File: src/sv/rdc_pkg.sv
package rdc_pkg;

  localparam int VALUE_BITS  = 31;
  localparam int RADIX_BITS  = 8;
  localparam int COUNT_BITS  = 5;
  localparam int MAX_RESULTS = 31;
  localparam int STEP_BITS   = $clog2(VALUE_BITS + 1);

  typedef enum logic [1:0] {
    S_IDLE,
    S_CHECK,
    S_DIV,
    S_PUSH
  } rdc_state_t;

endpackage

File: src/sv/rdc_div.sv
module rdc_div import rdc_pkg::*; (
  input  logic                  clk,
  input  logic                  rst,
  input  logic                  start,
  input  logic [VALUE_BITS-1:0] dividend,
  input  logic [RADIX_BITS-1:0] divisor,
  output logic [VALUE_BITS-1:0] quotient,
  output logic [RADIX_BITS-1:0] remainder,
  output logic                  done
);

  logic [VALUE_BITS-1:0] q;
  logic [RADIX_BITS-1:0] r;
  logic [STEP_BITS-1:0]  steps;
  logic                  busy;
  logic [RADIX_BITS:0]   trial;
  logic [RADIX_BITS:0]   diff;
  logic                  fits;

  // shift in one dividend bit, subtract the divisor when it fits
  always_comb begin
    trial = {r, q[VALUE_BITS-1]};
    diff  = trial - {1'b0, divisor};
    fits  = (trial >= {1'b0, divisor});
  end

  always_ff @(posedge clk) begin
    if (rst) begin
      busy  <= 1'b0;
      done  <= 1'b0;
      steps <= '0;
    end else begin
      done <= 1'b0;
      if (start) begin
        busy  <= 1'b1;
        steps <= STEP_BITS'(VALUE_BITS);
      end else if (busy) begin
        steps <= steps - 1'b1;
        if (steps == STEP_BITS'(1)) begin
          busy <= 1'b0;
          done <= 1'b1;
        end
      end
    end
  end

  always_ff @(posedge clk) begin
    if (start) begin
      q <= dividend;
      r <= '0;
    end else if (busy) begin
      q <= {q[VALUE_BITS-2:0], fits};
      r <= fits ? diff[RADIX_BITS-1:0] : trial[RADIX_BITS-1:0];
    end
  end

  assign quotient  = q;
  assign remainder = r;

endmodule

File: src/sv/radix_digit_converter_top.sv
// Converts a non-negative integer to its digits in a base from 2 to 255, least significant
// digit first, one result per digit with a running count and a last mark. A zero value gives
// one result with empty_res set; a radix below 2 gives one result with bad_radix set. One
// request is worked at a time. Each digit comes from a restoring divider that produces one
// quotient bit per cycle; the division for the next digit starts only when the previous digit
// is loaded into the output registers, so an output stall holds the request.
module radix_digit_converter_top import rdc_pkg::*; (
  input  logic                  clk,
  input  logic                  rst,
  input  logic                  in_valid,
  output logic                  in_stall,
  input  logic [VALUE_BITS-1:0] value,
  input  logic [RADIX_BITS-1:0] radix,
  output logic                  out_valid,
  input  logic                  out_stall,
  output logic [RADIX_BITS-1:0] digit,
  output logic [COUNT_BITS-1:0] digit_count,
  output logic                  is_last,
  output logic                  empty_res,
  output logic                  bad_radix
);

  rdc_state_t state, state_next;

  logic                  div_start;
  logic                  div_done;
  logic [VALUE_BITS-1:0] value_hold;
  logic [RADIX_BITS-1:0] radix_hold;
  logic [VALUE_BITS-1:0] div_dividend;
  logic [VALUE_BITS-1:0] quotient;
  logic [RADIX_BITS-1:0] remainder;
  logic [COUNT_BITS-1:0] count;
  logic [COUNT_BITS-1:0] count_next;
  logic [RADIX_BITS-1:0] p_digit;
  logic                  p_last;
  logic                  p_empty;
  logic                  p_bad;
  logic                  radix_low;
  logic                  value_zero;
  logic                  out_free;
  logic                  load_out;
  logic                  in_take;

  assign radix_low  = (radix_hold < RADIX_BITS'(2));
  assign value_zero = (value_hold == '0);
  assign out_free   = !out_valid || !out_stall;
  assign in_take    = in_valid && !in_stall;
  assign count_next = count + 1'b1;
  assign div_dividend = (state == S_CHECK) ? value_hold : quotient;

  rdc_div u_div (
    .clk       (clk),
    .rst       (rst),
    .start     (div_start),
    .dividend  (div_dividend),
    .divisor   (radix_hold),
    .quotient  (quotient),
    .remainder (remainder),
    .done      (div_done)
  );

  always_comb begin
    state_next = state;
    case (state)
      S_IDLE:  if (in_valid) state_next = S_CHECK;
      S_CHECK: state_next = (radix_low || value_zero) ? S_PUSH : S_DIV;
      S_DIV:   if (div_done) state_next = S_PUSH;
      S_PUSH: begin
        if (out_free) state_next = p_last ? S_IDLE : S_DIV;
      end
      default: state_next = S_IDLE;
    endcase
  end

  always_comb begin
    in_stall  = 1'b1;
    load_out  = 1'b0;
    div_start = 1'b0;
    case (state)
      S_IDLE:  in_stall = 1'b0;
      S_CHECK: div_start = !(radix_low || value_zero);
      S_DIV:   ;
      S_PUSH: begin
        load_out  = out_free;
        div_start = out_free && !p_last;
      end
      default: in_stall = 1'b1;
    endcase
  end

  always_ff @(posedge clk) begin
    if (rst) begin
      state <= S_IDLE;
    end else begin
      state <= state_next;
    end
  end

  always_ff @(posedge clk) begin
    if (in_take) begin
      value_hold <= value;
      radix_hold <= radix;
    end
    if (state == S_CHECK) begin
      count   <= '0;
      p_digit <= '0;
      p_last  <= 1'b1;
      p_bad   <= radix_low;
      p_empty <= !radix_low && value_zero;
    end else if (state == S_DIV && div_done) begin
      count   <= count_next;
      p_digit <= remainder;
      p_last  <= (quotient == '0) || (count_next == COUNT_BITS'(MAX_RESULTS));
      p_bad   <= 1'b0;
      p_empty <= 1'b0;
    end
  end

  always_ff @(posedge clk) begin
    if (rst) begin
      out_valid <= 1'b0;
    end else if (load_out) begin
      out_valid <= 1'b1;
    end else if (!out_stall) begin
      out_valid <= 1'b0;
    end
  end

  always_ff @(posedge clk) begin
    if (load_out) begin
      digit       <= p_digit;
      digit_count <= count;
      is_last     <= p_last;
      empty_res   <= p_empty;
      bad_radix   <= p_bad;
    end
  end

`ifndef SYNTHESIS
  a_flag_single : assert property (@(posedge clk) disable iff (rst)
    out_valid && (bad_radix || empty_res) |-> is_last && digit_count == '0 && digit == '0)
    else $error("flagged result is not a single empty result");

  a_digit_range : assert property (@(posedge clk) disable iff (rst)
    state == S_DIV && div_done |-> remainder < radix_hold)
    else $error("remainder not below radix");

  a_more_digits : assert property (@(posedge clk) disable iff (rst)
    out_valid && !is_last |-> state != S_IDLE)
    else $error("request dropped before its last digit");

  a_no_double_flag : assert property (@(posedge clk) disable iff (rst)
    out_valid |-> !(bad_radix && empty_res))
    else $error("both bad_radix and empty_res set");
`endif

endmodule

File: config.mk
export PLATFORM = sky130hd
export DESIGN_NAME = radix_digit_converter_top
export DESIGN_NICKNAME = d
export VERILOG_FILES = /design/src/sv/rdc_pkg.sv /design/src/sv/rdc_div.sv /design/src/sv/radix_digit_converter_top.sv
export SDC_FILE = /design/constraint.sdc
export NUM_CORES = 1
export LEC_CHECK = 0
export BUFFER_PORTS_ARGS = -buffer_cell sky130_fd_sc_hd__buf_4
export CORE_MARGIN = 2
export CORE_UTILIZATION = 57
export DETAILED_ROUTE_END_ITERATION = 8
export GPL_TIMING_DRIVEN = 0
export PLACE_DENSITY = 0.78
export SYNTH_ARGS = -nofsm -noshare
export SYNTH_HDL_FRONTEND = slang
export SYNTH_SLANG_ARGS = --single-unit
File: constraint.sdc
create_clock -name clk -period 3.26 [get_ports clk]
set_input_delay 0.815 -clock clk [delete_from_list [all_inputs] [get_ports clk]]
set_output_delay 0.815 -clock clk [all_outputs]
set_load 0.1 [all_outputs]
==> impl_metrics.env <==
export IMPL_synthesis_instances=378
export IMPL_dpl_worst_slack_ns=-0.161
export IMPL_ios=61
export IMPL_start_kind="register"
export IMPL_routed_wl_um=8990
export IMPL_clock_path_buffers=2
export IMPL_wl_met2_um=4510
export IMPL_syn_area_per_cell_um2=13.2
export IMPL_die_w_um=97.5
export IMPL_cp_top_family="compound AO/OA/AOI/OAI gates"
export IMPL_antenna_cells=0
export IMPL_wl_met3_um=446
export IMPL_outcome="finished, final reports clean"
export IMPL_layout_drive_gt1_share_pct=29.0
export IMPL_drv_slew=0
export IMPL_cts_tree="yes"
export IMPL_synth_cell_types=42
export IMPL_vias=3209
export IMPL_path_buf_inv=3
export IMPL_firstDrtPassIters=4
export IMPL_timing_rr_start="state[1]$_SDFFE_PP0P_"
export IMPL_cp_end_kind="register"
export IMPL_grt_pass1_vias=3110
export IMPL_port_buffers=59
export IMPL_regToRegEndpoint="u_div.quotient[13]$_DFFE_PP_"
export IMPL_whs_path_depth=0
export IMPL_cp_max_fo=31
export IMPL_postRouteAntennaNets=0
export IMPL_final_nets=512
export IMPL_rows=34
export IMPL_worstSetupPathType="register to register"
export IMPL_core_area_um2=8590
export IMPL_leakage_nw=2.36
export IMPL_area_growth_pct=24.7
export IMPL_synth_flop_cell="edfxtp_1"
export IMPL_routed_via_density=5.56
export IMPL_root_buffer="clkbuf_8"
export IMPL_crit_arrival_ns=2.71
export IMPL_hpwl_um=6020
export IMPL_regArea_um2=3280
export IMPL_tightest_slew_ns=0.865
export IMPL_rsz0062_at_grt="false"
export IMPL_cts_setup_buffers=0
export IMPL_hold_viol=0
export IMPL_async_flop_share_pct=0
export IMPL_place_congestion=0.846
export IMPL_setup_violations=0
export IMPL_hold_buffers=0
export IMPL_ys_seq_area_share_pct=65.9
export IMPL_fin_crit_sh_pct=79.0
export IMPL_h_tree_depth=4
export IMPL_irDropWorstVdd_mv=0.466
export IMPL_min_from="p_digit[7]$_SDFFE_PP0P_"
export IMPL_m1WireLength_um=3900
export IMPL_cap_viol_max_count=0
export IMPL_timing_hold_worst_endpoint="digit[7]$_DFFE_PP_"
export IMPL_grt_antenna_before_repair=0
export IMPL_slowest_stage="o22a_2"
export IMPL_syn_num_nets=434
export IMPL_slew_headroom_pct=42.3
export IMPL_fin_ws_ns=0.684
export IMPL_grt_max_degree=40
export IMPL_path_clk_slew_ns=0.06
export IMPL_dr_max_layer_used="met4"
export IMPL_drt_iter0_markers=239
export IMPL_clock_fmax_ghz=0.388
export IMPL_cts_buffers=17
export IMPL_fp_dieArea_um2=9500
export IMPL_hp_class="register to register"
export IMPL_grt_ovfl_total=0
export IMPL_fillers=560
export IMPL_track_usage_pct=19.9
export IMPL_multi_input_area_um2=1570
export IMPL_path_cells="clkbuf_1 > nand3_1 > o22ai_1 > buf_6 > buf_6 > o22a_2"
export IMPL_cts_resized=0
export IMPL_finClkSkew_ns=0.00477
export IMPL_critPathRequiredTime_ns=3.39
export IMPL_drc=0
export IMPL_clk_latency_ns=0.50
export IMPL_wl_per_cell_um=15.6
export IMPL_die_h_um=97.5
export IMPL_tns_ns=0
export IMPL_crit_top_cell="buf_6"
export IMPL_yosysWarnings=0
export IMPL_powerDensity_nw_per_um2=832
export IMPL_cts_sinks=120
export IMPL_rr_worst_depth=6
export IMPL_r2r_slack_ns=0.68
export IMPL_grt_pass1_wl_um=14800
export IMPL_period_needed_ns=2.58
export IMPL_synth_cell_area_um2=4980
export IMPL_synth_edf_count=88
export IMPL_initial_utilization_pct=57.9
export IMPL_synth_seq_cells=120
export IMPL_slowest_delay_ns=0.64
## cell usage after synthesis, types with 2 or more instances
cell type | number | area [µm²]
dfxtp_1 | 32 | 641
a21oi_1 | 8 | 40.0
clkbuf_1 | 7 | 26.3
nor3_1 | 10 | 50.1
xor2_1 | 4 | 35.0
nand3_1 | 10 | 50.1
mux2_2 | 28 | 315
nand4_1 | 7 | 43.8
mux2_4 | 2 | 30.0
buf_2 | 4 | 20.0
nor2_1 | 34 | 128
edfxtp_1 | 88 | 2640
nor2b_1 | 4 | 25.0
nor4_1 | 15 | 93.8
ha_1 | 12 | 150
inv_1 | 15 | 56.3
o311a_1 | 2 | 20.0
buf_6 | 2 | 22.5
a31oi_1 | 5 | 31.3
nand2b_1 | 5 | 31.3
o22ai_1 | 3 | 18.8
mux2i_1 | 5 | 50.1
o21ai_0 | 19 | 95.1
o21a_1 | 4 | 30.0
a211oi_1 | 6 | 45.0
and2_1 | 2 | 12.5
nand2_1 | 29 | 109
xnor2_1 | 2 | 17.5
## stage by stage
stage | power (W) | hold WS (ns) | std cells | util, % | instance area, µm²
2_1_floorplan | 0.00290 | 0.400 | 378 | - | 4980
3_3_place_gp | 0.00312 | 0.401 | 545 | 64.7 | 5560
3_5_place_dp | 0.00316 | 0.406 | 545 | 64.7 | 5560
4_1_cts | 0.00519 | 0.420 | 577 | 72.2 | 6210
5_1_grt | 0.00540 | 0.426 | 577 | 72.2 | 6210
6_report | 0.00517 | 0.425 | 577 | 72.2 | 6210
## layer usage
metal / GRT usage (%) / up-vias
met3: 5.40 / 16
met5: 0 / -
met1: 26.7 / 1519
met4: 7.37 / 0
met2: 31.5 / 98
li1: - / 1576
## where the power goes
group,switching [W],internal [W]
Clock,0.000655,0.00135
Combinational,0.000606,0.000446
Sequential,0.000164,0.00194
Total,0.00143,0.00374
## cell type report
type                            instances  area share [%]
Tap cell                              108            2.18
Inverter                               15           0.907
Sequential cell                       120            52.9
Clock buffer                           19            6.95
Clock inverter                         13            3.51
Multi-Input combinational cell        229            25.2
Timing Repair Buffer                   59            7.13
Buffer                                 14            1.23
## worst max-delay path by stage
stage / cells after the start / slack, ns / startpoint / to
after floorplan: 6 / 0.53 / out_stall / u_div.quotient[0]$_DFFE_PP_
after global placement: 7 / -0.07 / out_stall / u_div.quotient[7]$_DFFE_PP_
after detailed placement: 7 / -0.16 / out_stall / u_div.quotient[10]$_DFFE_PP_
after CTS: 6 / 0.19 / state[1]$_SDFFE_PP0P_ / u_div.quotient[14]$_DFFE_PP_
after global routing: 6 / 0.45 / state[1]$_SDFFE_PP0P_ / u_div.quotient[14]$_DFFE_PP_
final: 6 / 0.68 / state[1]$_SDFFE_PP0P_ / u_div.quotient[13]$_DFFE_PP_
## state kept, by name (all words and copies together), names as in the netlist, 2 cells and up
register	cells
digit	8
p_digit	8
digit_count	5
u_div.steps	5
count	5
state	2
u_div.quotient	31
u_div.remainder	8
radix_hold	8
value_hold	31
## cell usage in the layout, fill, tap and decap left out, types with 2 or more instances in the layout
master	n
inv_1	15
nand3_1	10
dfxtp_1	32
nor2_1	34
clkinvlp_4	2
bufinv_16	5
nor2b_1	4
a31oi_1	5
o21ai_0	19
nand4_1	7
o22ai_1	3
clkbuf_8	2
clkinv_4	2
nor3_1	10
buf_2	4
xnor2_1	2
edfxtp_1	88
clkbuf_16	16
buf_4	60
nand2_1	29
nand2b_1	5
mux2_2	28
clkbuf_1	8
buf_6	2
o311a_1	2
ha_1	12
o21a_1	4
mux2i_1	5
mux2_4	2
nor4_1	15
a211oi_1	6
xor2_1	4
a21oi_1	8
inv_6	4
## cell families after synthesis
family          after synthesis  share of synthesized area, %
compound gates               52                          6.71
flops                       120                          65.9
simple gates                123                          12.3
xor+xnor                      6                          1.06
mux                          35                          7.94
buf+inv                      29                          2.66
fa+ha+maj                    13                          3.42
No activity file was read; power rests on OpenSTA's default activity.
